<file path="config.mk">
export PLATFORM = sky130hd
export DESIGN_NAME = buzzer_melody_sequencer_core_flat
export DESIGN_NICKNAME = d
export VERILOG_FILES = /design/src/rtl/core/bms_pkg.sv /design/src/rtl/core/bms_if.sv /design/src/rtl/core/bms_note_mem.sv /design/src/rtl/core/bms_result_fifo.sv /design/src/rtl/core/buzzer_melody_sequencer_core.sv /design/src/flat_wrapper.sv
export SDC_FILE = /design/constraint.sdc
export NUM_CORES = 2
export LEC_CHECK = 0
export BUFFER_PORTS_ARGS = -buffer_cell sky130_fd_sc_hd__buf_2
export CAP_MARGIN = 20
export CORE_MARGIN = 1
export CORE_UTILIZATION = 60
export CTS_CLUSTER_DIAMETER = 150
export DETAILED_ROUTE_END_ITERATION = 8
export PLACE_DENSITY = 0.76
export REMOVE_ABC_BUFFERS = 1
export SLEW_MARGIN = 0
export SYNTH_ARGS = -nofsm -noshare
export SYNTH_HDL_FRONTEND = slang
export SYNTH_SLANG_ARGS = --single-unit
</file>
<file path="constraint.sdc">
create_clock -name clk -period 20 [get_ports clk]
set_clock_uncertainty 0.1 [all_clocks]
set_input_delay 4 -clock clk [delete_from_list [all_inputs] [get_ports clk]]
set_output_delay 4 -clock clk [all_outputs]
set_load 0.01 [all_outputs]
</file>
<file path="src/rtl/core/bms_pkg.sv">
// Shared types and constants of the buzzer melody sequencer.
// No dependencies; every other file of the core imports this package.
`default_nettype none

package bms_pkg;

  // Operation codes carried by an input word
  typedef enum logic [1:0] {
    OP_TICK  = 2'd0,
    OP_START = 2'd1,
    OP_STOP  = 2'd2,
    OP_WRITE = 2'd3
  } op_t;

  // Note table entry kinds; the fourth code plays as a pause
  localparam logic [1:0] KIND_TONE  = 2'd0;
  localparam logic [1:0] KIND_PAUSE = 2'd1;
  localparam logic [1:0] KIND_END   = 2'd2;

  // Configuration register indexes
  localparam int         CFG_INDEX_W     = 1;
  localparam int         CFG_DATA_W      = 16;
  localparam logic [0:0] REG_BEAT_LENGTH = 1'b0;
  localparam logic [0:0] REG_TONE_LEVEL  = 1'b1;

  // Field widths and fixed values
  localparam int          ADDR_W            = 6;
  localparam logic [3:0]  MAX_LEVEL         = 4'd10;
  localparam logic [15:0] BEAT_LENGTH_RESET = 16'd250;
  localparam logic [15:0] ELAPSED_MAX       = 16'hFFFF;

  typedef struct packed {
    logic [1:0]  kind;
    logic [15:0] pitch;
    logic [7:0]  beats;
  } note_entry_t;

  typedef struct packed {
    logic        tone_on;
    logic [15:0] tone_pitch;
    logic [3:0]  tone_volume;
    logic        playing;
    logic        finished;
  } result_t;

endpackage

`default_nettype wire

</file>
<file path="src/rtl/core/bms_if.sv">
// Valid/ready channel interfaces of the buzzer melody sequencer: command input,
// tone result output and configuration writes. Depends on bms_pkg.
`default_nettype none

interface bms_in_if;
  logic        valid;
  logic        ready;
  logic [1:0]  operation;
  logic [5:0]  note_address;
  logic [1:0]  note_kind;
  logic [15:0] note_pitch;
  logic [7:0]  note_beats;
  logic [7:0]  repeat_count;

  modport source (output valid, operation, note_address, note_kind, note_pitch,
                  note_beats, repeat_count, input ready);
  modport sink   (input valid, operation, note_address, note_kind, note_pitch,
                  note_beats, repeat_count, output ready);
endinterface

interface bms_out_if;
  logic        valid;
  logic        ready;
  logic        tone_on;
  logic [15:0] tone_pitch;
  logic [3:0]  tone_volume;
  logic        playing;
  logic        finished;

  modport source (output valid, tone_on, tone_pitch, tone_volume, playing, finished,
                  input ready);
  modport sink   (input valid, tone_on, tone_pitch, tone_volume, playing, finished,
                  output ready);
endinterface

interface bms_cfg_if;
  import bms_pkg::*;
  logic                   valid;
  logic                   ready;
  logic [CFG_INDEX_W-1:0] index;
  logic [CFG_DATA_W-1:0]  data;

  modport source (output valid, index, data, input ready);
  modport sink   (input valid, index, data, output ready);
endinterface

`default_nettype wire

</file>
<file path="src/rtl/core/bms_note_mem.sv">
// Note table memory: one write port, one read port with registered read data.
// Depends on bms_pkg for the entry type.
`default_nettype none

module bms_note_mem #(
  parameter int DEPTH = 64
) (
  input  logic                      clk,
  input  logic                      wr_en,
  input  logic [$clog2(DEPTH)-1:0]  wr_addr,
  input  bms_pkg::note_entry_t      wr_entry,
  input  logic                      rd_en,
  input  logic [$clog2(DEPTH)-1:0]  rd_addr,
  output bms_pkg::note_entry_t      rd_entry
);
  import bms_pkg::*;

  note_entry_t mem [DEPTH];

  // Store a written entry
  always_ff @(posedge clk) begin
    if (wr_en) begin
      mem[wr_addr] <= wr_entry;
    end
  end

  // Registered read, updated only when rd_en is set
  always_ff @(posedge clk) begin
    if (rd_en) begin
      rd_entry <= mem[rd_addr];
    end
  end

endmodule

`default_nettype wire

</file>
<file path="src/rtl/core/bms_result_fifo.sv">
// Two-word result queue that drives the tone output channel.
// Depends on bms_pkg and bms_out_if.
`default_nettype none

module bms_result_fifo (
  input  logic             clk,
  input  logic             rst,
  input  logic             push,
  input  bms_pkg::result_t push_data,
  output logic             full,
  bms_out_if.source        tone_out
);
  import bms_pkg::*;

  result_t    slot [2];
  logic       wr_ptr;
  logic       rd_ptr;
  logic [1:0] count;
  logic       pop;
  result_t    head;

  assign pop  = tone_out.valid && tone_out.ready;
  assign full = (count == 2'd2);
  assign head = slot[rd_ptr];

  // Advance pointers and fill count
  always_ff @(posedge clk) begin
    if (rst) begin
      wr_ptr <= 1'b0;
      rd_ptr <= 1'b0;
      count  <= 2'd0;
    end else begin
      if (push) begin
        wr_ptr <= ~wr_ptr;
      end
      if (pop) begin
        rd_ptr <= ~rd_ptr;
      end
      count <= count + {1'b0, push} - {1'b0, pop};
    end
  end

  // Hold pushed words
  always_ff @(posedge clk) begin
    if (push) begin
      slot[wr_ptr] <= push_data;
    end
  end

  assign tone_out.valid       = (count != 2'd0);
  assign tone_out.tone_on     = head.tone_on;
  assign tone_out.tone_pitch  = head.tone_pitch;
  assign tone_out.tone_volume = head.tone_volume;
  assign tone_out.playing     = head.playing;
  assign tone_out.finished    = head.finished;

endmodule

`default_nettype wire

</file>
<file path="src/rtl/core/buzzer_melody_sequencer_core.sv">
// Buzzer melody sequencer core: plays notes from a TABLE_DEPTH-entry note table.
// A command word is a tick (one millisecond), start, stop or note write; each
// gives one result word with the tone drive state after it. Tick words that do
// not end a note, stop and note writes push their result when taken; start and
// a tick that ends a note push it once the next entry comes from the registered
// read port of the note table. Results queue in a two-word buffer, so commands
// keep flowing while the output side stalls until the buffer fills. The note
// table has no reset: an entry must be written before playback reaches it.
// Depends on bms_pkg, bms_if, bms_note_mem and bms_result_fifo.
`default_nettype none

module buzzer_melody_sequencer_core #(
  parameter int TABLE_DEPTH = 64
) (
  input  logic       clk,
  input  logic       rst,
  bms_in_if.sink     note_in,
  bms_cfg_if.sink    cfg,
  bms_out_if.source  tone_out
);
  import bms_pkg::*;

  localparam int AW = $clog2(TABLE_DEPTH);

  // Reduce a command address modulo the table depth, one shifted compare per bit
  function automatic logic [AW-1:0] wrap_addr(input logic [ADDR_W-1:0] a);
    logic [15:0] r;
    r = 16'(a);
    for (int k = ADDR_W - 1; k >= 0; k--) begin
      if (r >= 16'(TABLE_DEPTH << k)) begin
        r = r - 16'(TABLE_DEPTH << k);
      end
    end
    return r[AW-1:0];
  endfunction

  // Playback state
  logic [AW-1:0] melody_base,   melody_base_next;
  logic [AW-1:0] note_position, note_position_next;
  logic [15:0]   elapsed_ms,    elapsed_ms_next;
  logic [7:0]    repeats_left,  repeats_left_next;
  logic          melody_active, melody_active_next;
  logic          drive_on,      drive_on_next;
  logic [15:0]   drive_pitch,   drive_pitch_next;
  logic [3:0]    drive_volume,  drive_volume_next;
  // Cached copies of the current and base entries
  logic [1:0]    cur_kind,      cur_kind_next;
  logic [7:0]    cur_beats,     cur_beats_next;
  note_entry_t   base_entry,    base_entry_next;
  // Read in flight
  logic          b_pend,        b_pend_next;
  logic          b_start,       b_start_next;
  // Configuration
  logic [15:0]   beat_length_ms;
  logic [3:0]    tone_level;

  op_t           op;
  logic          in_fire;
  logic [23:0]   limit;
  logic [15:0]   el_inc;
  logic          tick_live;
  logic          tick_adv;
  logic [AW-1:0] next_pos;
  logic [AW-1:0] cmd_addr;
  logic          needs_read;
  logic          rd_en;
  logic [AW-1:0] rd_addr;
  logic          wr_en;
  note_entry_t   wr_entry;
  note_entry_t   rd_entry;
  logic          push;
  result_t       push_data;
  logic          fifo_full;

  // Accept a command only with no read in flight and room for its result
  assign note_in.ready = !b_pend && !fifo_full;
  assign in_fire       = note_in.valid && note_in.ready;
  assign op            = op_t'(note_in.operation);

  // Note end check for a tick
  assign limit     = 24'(beat_length_ms) * 24'(cur_beats);
  assign el_inc    = (elapsed_ms == ELAPSED_MAX) ? elapsed_ms : elapsed_ms + 16'd1;
  assign tick_live = melody_active && (cur_kind != KIND_END);
  assign tick_adv  = tick_live && (24'(el_inc) >= limit);
  assign next_pos  = (note_position == AW'(TABLE_DEPTH - 1)) ? '0
                                                             : note_position + AW'(1);
  assign cmd_addr  = wrap_addr(note_in.note_address);

  // Table access
  assign needs_read = (op == OP_START) || ((op == OP_TICK) && tick_adv);
  assign rd_en      = in_fire && needs_read;
  assign rd_addr    = (op == OP_START) ? cmd_addr : next_pos;
  assign wr_en      = in_fire && (op == OP_WRITE);
  assign wr_entry   = '{kind: note_in.note_kind, pitch: note_in.note_pitch,
                        beats: note_in.note_beats};

  bms_note_mem #(
    .DEPTH (TABLE_DEPTH)
  ) u_note_mem (
    .clk      (clk),
    .wr_en    (wr_en),
    .wr_addr  (cmd_addr),
    .wr_entry (wr_entry),
    .rd_en    (rd_en),
    .rd_addr  (rd_addr),
    .rd_entry (rd_entry)
  );

  // Next playback state: finish a read in flight, or act on a new command
  always_comb begin
    note_entry_t play;
    note_entry_t base_e;
    melody_base_next   = melody_base;
    note_position_next = note_position;
    elapsed_ms_next    = elapsed_ms;
    repeats_left_next  = repeats_left;
    melody_active_next = melody_active;
    drive_on_next      = drive_on;
    drive_pitch_next   = drive_pitch;
    drive_volume_next  = drive_volume;
    cur_kind_next      = cur_kind;
    cur_beats_next     = cur_beats;
    base_entry_next    = base_entry;
    b_pend_next        = 1'b0;
    b_start_next       = 1'b0;
    push               = 1'b0;
    play               = rd_entry;
    base_e             = b_start ? rd_entry : base_entry;

    if (b_pend) begin
      if (b_start) begin
        base_entry_next = rd_entry;
      end
      // Restart at the base on an end marker with repeats left
      if ((rd_entry.kind == KIND_END) && (repeats_left != 8'd0)) begin
        repeats_left_next  = repeats_left - 8'd1;
        note_position_next = melody_base;
        play               = base_e;
        if (base_e.kind == KIND_END) begin
          repeats_left_next = 8'd0;
        end
      end
      cur_kind_next  = play.kind;
      cur_beats_next = play.beats;
      // Drive a tone, silence a pause, hold at an end marker
      if (play.kind == KIND_TONE) begin
        drive_on_next     = 1'b1;
        drive_pitch_next  = play.pitch;
        drive_volume_next = tone_level;
      end else if (play.kind != KIND_END) begin
        drive_on_next = 1'b0;
      end
      push = 1'b1;
    end else if (in_fire) begin
      b_pend_next  = needs_read;
      b_start_next = (op == OP_START);
      unique case (op)
        OP_TICK: begin
          if (tick_adv) begin
            elapsed_ms_next    = 16'd0;
            note_position_next = next_pos;
          end else if (tick_live) begin
            elapsed_ms_next = el_inc;
          end
          push = !tick_adv;
        end
        OP_START: begin
          melody_base_next   = cmd_addr;
          note_position_next = cmd_addr;
          elapsed_ms_next    = 16'd0;
          repeats_left_next  = note_in.repeat_count;
          melody_active_next = 1'b1;
        end
        OP_STOP: begin
          melody_active_next = 1'b0;
          drive_on_next      = 1'b0;
          push               = 1'b1;
        end
        OP_WRITE: begin
          // Keep the caches in step with the table
          if (cmd_addr == note_position) begin
            cur_kind_next  = note_in.note_kind;
            cur_beats_next = note_in.note_beats;
          end
          if (cmd_addr == melody_base) begin
            base_entry_next = wr_entry;
          end
          push = 1'b1;
        end
        default: begin
          push = 1'b0;
        end
      endcase
    end
  end

  // Result word from the updated state
  always_comb begin
    push_data.tone_on     = drive_on_next;
    push_data.tone_pitch  = drive_on_next ? drive_pitch_next : 16'd0;
    push_data.tone_volume = drive_on_next ? drive_volume_next : 4'd0;
    push_data.playing     = melody_active_next;
    push_data.finished    = !melody_active_next ||
                            ((repeats_left_next == 8'd0) && (cur_kind_next == KIND_END));
  end

  // Commit playback state
  always_ff @(posedge clk) begin
    if (rst) begin
      melody_base   <= '0;
      note_position <= '0;
      elapsed_ms    <= 16'd0;
      repeats_left  <= 8'd0;
      melody_active <= 1'b0;
      drive_on      <= 1'b0;
      drive_pitch   <= 16'd0;
      drive_volume  <= 4'd0;
      cur_kind      <= KIND_TONE;
      cur_beats     <= 8'd0;
      b_pend        <= 1'b0;
      b_start       <= 1'b0;
    end else begin
      melody_base   <= melody_base_next;
      note_position <= note_position_next;
      elapsed_ms    <= elapsed_ms_next;
      repeats_left  <= repeats_left_next;
      melody_active <= melody_active_next;
      drive_on      <= drive_on_next;
      drive_pitch   <= drive_pitch_next;
      drive_volume  <= drive_volume_next;
      cur_kind      <= cur_kind_next;
      cur_beats     <= cur_beats_next;
      b_pend        <= b_pend_next;
      b_start       <= b_start_next;
    end
  end

  // Base entry cache carries table contents only
  always_ff @(posedge clk) begin
    base_entry <= base_entry_next;
  end

  // Configuration writes; volume saturates at its maximum
  assign cfg.ready = 1'b1;

  always_ff @(posedge clk) begin
    if (rst) begin
      beat_length_ms <= BEAT_LENGTH_RESET;
      tone_level     <= MAX_LEVEL;
    end else if (cfg.valid && cfg.ready) begin
      unique case (cfg.index)
        REG_BEAT_LENGTH: beat_length_ms <= cfg.data;
        REG_TONE_LEVEL:  tone_level     <= (cfg.data[3:0] > MAX_LEVEL) ? MAX_LEVEL
                                                                       : cfg.data[3:0];
        default:         beat_length_ms <= beat_length_ms;
      endcase
    end
  end

  bms_result_fifo u_result_fifo (
    .clk       (clk),
    .rst       (rst),
    .push      (push),
    .push_data (push_data),
    .full      (fifo_full),
    .tone_out  (tone_out)
  );

  // A table read completes in the cycle after it was issued
  a_read_one_cycle: assert property (@(posedge clk) disable iff (rst)
    b_pend |=> !b_pend)
    else $error("table read still pending after one cycle");

  // No command is taken while a read is in flight
  a_interlock: assert property (@(posedge clk) disable iff (rst)
    in_fire |-> !b_pend)
    else $error("command accepted during a pending table read");

  // A result never lands in a full queue
  a_no_overflow: assert property (@(posedge clk) disable iff (rst)
    push |-> !fifo_full)
    else $error("result pushed into a full queue");

  // Silence carries no pitch or volume
  a_silent_word: assert property (@(posedge clk) disable iff (rst)
    push && !push_data.tone_on |-> (push_data.tone_pitch == 16'd0) &&
                                   (push_data.tone_volume == 4'd0))
    else $error("silent result word with pitch or volume");

endmodule

`default_nettype wire
</file>
<file path="src/flat_wrapper.sv">
// flat-port wrapper written by rule: the top's interface ports become plain ports
module buzzer_melody_sequencer_core_flat import bms_pkg::*;
#(
  parameter int TABLE_DEPTH = 64
)
  (clk, rst, note_in_valid, note_in_operation, note_in_note_address, note_in_note_kind, note_in_note_pitch, note_in_note_beats, note_in_repeat_count, note_in_ready, cfg_valid, cfg_index, cfg_data, cfg_ready, tone_out_valid, tone_out_tone_on, tone_out_tone_pitch, tone_out_tone_volume, tone_out_playing, tone_out_finished, tone_out_ready);
  bms_in_if note_in_i ();
  bms_cfg_if cfg_i ();
  bms_out_if tone_out_i ();
  input  logic clk;
  input  logic rst;
  input wire logic [$bits(note_in_i.valid)-1:0] note_in_valid;
  input wire logic [$bits(note_in_i.operation)-1:0] note_in_operation;
  input wire logic [$bits(note_in_i.note_address)-1:0] note_in_note_address;
  input wire logic [$bits(note_in_i.note_kind)-1:0] note_in_note_kind;
  input wire logic [$bits(note_in_i.note_pitch)-1:0] note_in_note_pitch;
  input wire logic [$bits(note_in_i.note_beats)-1:0] note_in_note_beats;
  input wire logic [$bits(note_in_i.repeat_count)-1:0] note_in_repeat_count;
  output wire logic [$bits(note_in_i.ready)-1:0] note_in_ready;
  input wire logic [$bits(cfg_i.valid)-1:0] cfg_valid;
  input wire logic [$bits(cfg_i.index)-1:0] cfg_index;
  input wire logic [$bits(cfg_i.data)-1:0] cfg_data;
  output wire logic [$bits(cfg_i.ready)-1:0] cfg_ready;
  output wire logic [$bits(tone_out_i.valid)-1:0] tone_out_valid;
  output wire logic [$bits(tone_out_i.tone_on)-1:0] tone_out_tone_on;
  output wire logic [$bits(tone_out_i.tone_pitch)-1:0] tone_out_tone_pitch;
  output wire logic [$bits(tone_out_i.tone_volume)-1:0] tone_out_tone_volume;
  output wire logic [$bits(tone_out_i.playing)-1:0] tone_out_playing;
  output wire logic [$bits(tone_out_i.finished)-1:0] tone_out_finished;
  input wire logic [$bits(tone_out_i.ready)-1:0] tone_out_ready;
  assign note_in_i.valid = note_in_valid;
  assign note_in_i.operation = note_in_operation;
  assign note_in_i.note_address = note_in_note_address;
  assign note_in_i.note_kind = note_in_note_kind;
  assign note_in_i.note_pitch = note_in_note_pitch;
  assign note_in_i.note_beats = note_in_note_beats;
  assign note_in_i.repeat_count = note_in_repeat_count;
  assign note_in_ready = note_in_i.ready;
  assign cfg_i.valid = cfg_valid;
  assign cfg_i.index = cfg_index;
  assign cfg_i.data = cfg_data;
  assign cfg_ready = cfg_i.ready;
  assign tone_out_valid = tone_out_i.valid;
  assign tone_out_tone_on = tone_out_i.tone_on;
  assign tone_out_tone_pitch = tone_out_i.tone_pitch;
  assign tone_out_tone_volume = tone_out_i.tone_volume;
  assign tone_out_playing = tone_out_i.playing;
  assign tone_out_finished = tone_out_i.finished;
  assign tone_out_i.ready = tone_out_ready;
  buzzer_melody_sequencer_core #(.TABLE_DEPTH(TABLE_DEPTH)) u_core (.clk(clk), .rst(rst), .note_in(note_in_i), .cfg(cfg_i), .tone_out(tone_out_i));
endmodule
</file>
Yosys cells after proc, flatten, opt, wreduce, memory -nomap -nowiden
Memories as Yosys holds them, arrays and structs flattened. A register that Yosys moved wholly into a read port is not among the register bits.
Index checks and enable logic that the tools add are counted.

storage, ports and cells
  register bits = 120
  bits in latches = 0
  bits in writable memories = 1710
  bits in read-only memories = 0
  bits of input ports = 64
  output and inout port bits = 26
  word-level logic and storage cells = 142
  memories kept = 2

memories
  memory                     depth  bits a word  read ports  clocked after memory_dff  wr ports  RTL line               text
  u_core.u_note_mem.mem      64     26           1           1                         1         bms_note_mem.sv:18     note_entry_t mem [DEPTH];
  u_core.u_result_fifo.slot  2      23           1           1                         1         bms_result_fifo.sv:15  result_t slot [2];

operators by class
  $add $sub $neg = 5
  multiply operators = 1
  divide/modulo/power cells = 0
  magnitude comparators = 2
  eq/ne operators = 16
  shift-type cells = 0
  muxes and demuxes = 55
  bitwise operators = 5
  reduce and logical (&&, ||, !) cells = 36

operators by type and width
  cell                   number
  $mux 26                7
  $mux 16                6
  $mux 8                 9
  $mux 6                 6
  $pmux 16 s2            1
  $ge 16x24->1           1
  $mul 16x8->24          1
  $add 16x1->16 const B  1
  $eq 16x16->1 const B   1
  $mux 4                 4
  $mux 1                 15
  $eq 2x2->1 const B     6
  $eq 6x6->1             2
  $pmux 6 s2             1
  $reduce_bool 2->1      6
  $logic_and 1x1->1      10
  $reduce_and 3->1       3
  $logic_not 8->1        1
  $mux 2                 4
  $reduce_and 4->1       2
  $reduce_bool 8->1      1
  $sub 8x1->8 const B    1
  $add 6x1->6 const B    1
  $eq 6x6->1 const B     1
  15 further kinds       29

Longest topological paths before layout
  depth in word-level cells = 10
  mapped depth = 31
  gate-level depth less buffers = 30

Cells and area by module
From an unflattened synthesis, not the netlist that was laid out.

unflattened totals
  cells, all modules = 4195
  area, all modules = 76930.0 µm²

modules (own cells, without submodules)
  module                        instances  cells each  area an instance (µm²)  seq. area each (µm²)
  bms_note_mem                  1          2841        64443.1                 50748.7
  buzzer_melody_sequencer_core  1          1260        10580.1                 2582.5
  bms_result_fifo               1          94          1906.8                  1481.4

Worst setup path after synthesis
Ideal clock, no wire load.

  path type = register -> register
  start = reg u_core.cur_beats[2]
  end = reg, netlist name u_core.u_note_mem.rd_entry[0]
  setup time = 0.393 ns
  arrival = 6.855 ns
  required time = 19.507 ns
  path slack = 12.652 ns
  stages on the path, launching flop included = 23
  buffers on the path = 1
  clock period less this slack = 7.348 ns
  path through = dfxtp_1 > clkbuf_1 > nand2_1 > fa_1 > fa_1 > inv_1 > fa_1 > inv_1 > fa_1 > inv_1 > ha_1 > a21o_1 > a221o_1 > a41oi_1 > xor2_1 > ha_1 > nand4_1 > nor3_1 > a21oi_1 > or4_1 > or4_4 > or3_1 > a21oi_2

on the way
  word-level cells in the longest chain between the ends = 6

ends and longest elaborated chain
  element                 RTL line                             text
  start, declared         buzzer_melody_sequencer_core.sv:48   logic [7:0] cur_beats, cur_beats_next;
  start signal, assigned  buzzer_melody_sequencer_core.sv:232  cur_beats <= cur_beats_next;
  $mul 16x8->24           buzzer_melody_sequencer_core.sv:81   assign limit = 24'(beat_length_ms) * 24'(cur_beats);
  $ge 16x24->1            buzzer_melody_sequencer_core.sv:84   assign tick_adv = tick_live && (24'(el_inc) >= limit);
  $logic_and 1x1->1       buzzer_melody_sequencer_core.sv:84
  $logic_and 1x1->1       buzzer_melody_sequencer_core.sv:90   assign needs_read = (op == OP_START) || ((op == OP_TICK) && tick_adv);
  $logic_or 1x1->1        buzzer_melody_sequencer_core.sv:90
  $logic_and 1x1->1       buzzer_melody_sequencer_core.sv:91   assign rd_en = in_fire && needs_read;
  named net u_core.rd_en  buzzer_melody_sequencer_core.sv:66   logic rd_en;

The timed path passes the listed nets, and every way through them passes these cells.
A chain may end at the register's enable or synchronous reset.

Worst setup path in the final report
  start = in note_in_operation[1]
  end = reg, netlist name u_core.u_note_mem.rd_entry[0]

on the way
  word-level cells in the longest chain between the ends = 4
  elaborated cells between the ends (all ways) = 6
  those cells by class = eq/ne (1); mux (1); reduce/logical (4)

ends and longest elaborated chain
  element            RTL line                            text
  start, declared    flat_wrapper.sv:13                  input wire logic [$bits(note_in_i.operation)-1:0] note_in_operation;
  $logic_not 2->1    buzzer_melody_sequencer_core.sv:90
  $logic_and 1x1->1  buzzer_melody_sequencer_core.sv:90
  $logic_or 1x1->1   buzzer_melody_sequencer_core.sv:90
  $logic_and 1x1->1  buzzer_melody_sequencer_core.sv:91

Several ways; a longest one is shown, not always the timed one.

==> results.md <==
* Outcome: completed
* Vias after detailed routing at 42411
* Final setup vio count at 0
* Post-DP HPWL at 112 mm
* Async SR Flop Fraction at 0%
* Vert. Die Dim at 360 um
* Final ANT Viol Nets at 0
* Gr ovfl total at 0
* Num CTS Buffers at 182
* Worst endpoint required time at 20.61 ns
* Max incr delay on CP at 0.86 ns
* Core Util, Final at 67.8%
* MaxCap Viol Count at 0
* Most common cell after layout, fill and taps aside: edfxtp_1
* Most frequent cells in the layout: edfxtp_1, mux4_2, nand2_1
* Number of flops mapped to enable cells by yosys at 1762
* Global-route wire length before repair at 293 mm
* Seq. cell area at 54800 sq um
* # hold bufs at CTS at 0
* Main synth FF type: edfxtp_1
* Worst-Skew Late Latency at 0.85 ns
* Reg clk slew, reported paths at 0.06 ns
* Final hold viol count at 0
* Vias per cell at 6.81
* CP Cell Sequence: buf_2, inv_1, ha_1, mux2_8, buf_4, buf_4, mux4_2, nor2_1, nor2_1, o22ai_1, a221oi_1, and3_1
* Crit path time final at 8.73 ns
* Row count at 130
* Fin nets at 4640
* Hold Crit Depth at 2
* GRT Total Usage at 31.8%
* Largest net degree at the start of global routing at 93
* P_leak at 0.0286 uW
* Total wire length at 203 mm
* Area of the multi-input gates at 20800 sq um
* RSZ-0062 raised after global routing: no
* Routed len/inst at 32.6 um
* Post-synth cell types at 81
* Vias in the first global route at 42377
* CP Depth at 12
* Final Cycle Share at 43.7%
* Final Wtd Congestion at 0.891
* PortBufs at 88
* Post-placement cell count at 5886
* Crit path max-delay family: buffers and inverters
* CTS max path bufs at 3
* Design Power at 8550 uW
* CTS H-tree depth at 4
* CP Max Fanout at 87
* Worst setup SP type: input pin
* Share of layout cells above drive strength 1 at 22.6%
* Worst-Margin Slew at 1.44 ns
* Post-synthesis sequential area ratio at 71.5%
* Rel. slew slack at 3.87%
* Starting density of the core at 60.8%
* Worst Reg-to-Reg Cells at 27
* # clock sinks at 1857
* Worst hold-check path type: flop to flop
* Filler Cell Count at 7854
* TritonCTS clock tree: done
* Slew Limit Fails at 0
* Pre-antenna DRT Iters at 6
* Post-Syn Instances at 4234
* # IOs at 90
* Post_cts resized at 0
* Max Clock Freq at 115 MHz
* Final Non-Filler Cells at 6224
* Worst VDD drop at 0.0862 mV
* # DRC at 0
* Kind of end point of the critical path: flop
* Postcts setup bufs at 0
* PD cells at 100 nW/um^2
* DRC violation total after the first TritonRoute iteration at 6499
* Critical path type: input pin to flop
* Number of synthesized register bits at 1857
* Area grow syn2layout at 11.5%
* Die area at 129000 sq um
* Ys Warns at 0
* WP buf/inv at 4
* Initial antenna violation count at 11
* WP data arrival at 9.34 ns
* Avg Cell Area, Syn at 18.1 sq um
* CTS root buffer: clkbuf_16
* Die Wd at 360 um
* Synthesized area at 76700 sq um
* Critical path's slowest cell: mux2_8
* Core ar. at 126000 sq um
synth_stat cells, drive strengths merged (6+ instances only):
cell | count | area, sq um
a211oi | 15 | 118
a21o | 7 | 52.6
a21oi | 90 | 454
a221oi | 26 | 228
a22o | 8 | 70.1
a31oi | 8 | 50.1
a32oi | 47 | 412
and2 | 114 | 713
and3 | 30 | 188
buf | 73 | 355
clkbuf | 147 | 552
dfxtp | 95 | 1900
edfxtp | 1762 | 52900
fa | 84 | 1680
ha | 70 | 876
inv | 124 | 465
mux2 | 26 | 293
mux2i | 135 | 1350
mux4 | 416 | 9370
nand2 | 264 | 991
nand2b | 11 | 68.8
nand3 | 50 | 250
nand4 | 8 | 50.1
nor2 | 332 | 1250
nor2b | 14 | 87.6
nor3 | 26 | 150
nor4 | 10 | 68.8
o211ai | 6 | 50.1
o21a | 10 | 75.1
o21ai | 65 | 325
o22ai | 40 | 250
or3 | 8 | 50.1
xnor2 | 22 | 193
xor2 | 23 | 201
final timing paths:
path,startpoint,to,slack [ns]
worst min-delay path,u_core.tone_level[0],u_core.tone_level[0],0.37
worst max register to register,u_core.cur_beats[2],u_core.u_result_fifo.count[1],11.80
worst min register to register,u_core.tone_level[0],u_core.tone_level[0],0.37
worst max-delay path,note_in_operation[1],u_core.u_note_mem.rd_entry[0],11.27
registers in the layout (all words and copies together) (netlist names), 4 cells and up, named ones only:
| register | count |
|---|---|
| u_core.cur_beats | 8 |
| u_core.u_note_mem.mem | 1664 |
| u_core.beat_length_ms | 16 |
| u_core.u_note_mem.rd_entry | 26 |
| u_core.drive_volume | 4 |
| u_core.elapsed_ms | 16 |
| u_core.note_position | 6 |
| u_core.drive_pitch | 16 |
| u_core.u_result_fifo.slot | 46 |
| u_core.repeats_left | 8 |
| u_core.tone_level | 4 |
| u_core.base_entry | 26 |
| u_core.melody_base | 6 |
cells by family after synthesis:
logic type	count (synthesis)	synth area share, %
AO/OA/AOI/OAI	370	3.30
adder cells (fa/ha/maj)	154	3.33
AND/OR/NAND/NOR	885	5.23
XOR/XNOR	45	0.514
multiplexers	577	14.4
buffers and inverters	345	1.79
other	1	0.00489
flip-flops	1857	71.5
layer usage:
| layer | global-route usage [%] | part of all wire [%] | vias to the layer above |
|---|---|---|---|
| met2 | 49.0 | 46 | 3138 |
| li1 | - | - | 17084 |
| met3 | 8.63 | 13 | 460 |
| met5 | 0 | 0.030 | - |
| met4 | 14.2 | 4.8 | 8 |
| met1 | 42.9 | 36 | 21721 |
power by group:
part | total [uW] | internal (uW) | switching, uW | leakage (uW)
Clock | 3410 | 1920 | 1490 | 0.00288
Combinational | 818 | 311 | 506 | 0.00913
Sequential | 4330 | 4290 | 37.6 | 0.0166
area by class of cell:
| cell class | count | share of cell area (%) |
|---|---|---|
| clock inverters | 120 | 1.34 |
| diodes | 3 | 0.00878 |
| multi-input cells | 2032 | 24.3 |
| flip-flops and latches | 1857 | 64.1 |
| repair buffers | 224 | 1.76 |
| well taps | 1650 | 2.41 |
| inverters | 125 | 0.548 |
| clock buffers | 213 | 5.57 |
metrics by stage:
step / setup TNS, ns / hold WS, ns / instance area, sq um / setup slack, ns
finish: 0 / 0.368 / 85500 / 11.27
global route: 0 / 0.407 / 85500 / 10.91
CTS: 0 / 0.370 / 85500 / 11.26
detailed placement: 0 / 0.362 / 79600 / 10.41
global placement: 0 / 0.349 / 79600 / 10.44
floorplan: -538.40 / 0.325 / 75800 / -20.26
worst reg2reg max path: stages (launching register included):
cell	delay, ns
dfxtp_1	0.76
nand2_1	0.18
fa_1	0.54
fa_1	0.56
inv_1	0.05
fa_1	0.48
inv_1	0.05
fa_1	0.47
inv_1	0.04
ha_1	0.32
a21o_1	0.21
a221o_1	0.44
a41oi_1	0.38
xor2_1	0.14
ha_1	0.32
nand4_1	0.13
nor3_1	0.22
a21oi_1	0.12
or4_1	0.52
or4_4	0.59
o2111ai_1	0.41
and2_1	0.24
ha_1	0.23
inv_1	0.05
ha_1	0.14
xor2_1	0.17
xnor2_1	0.13
nor2_1	0.05
(Power assumes the default switching activity.)
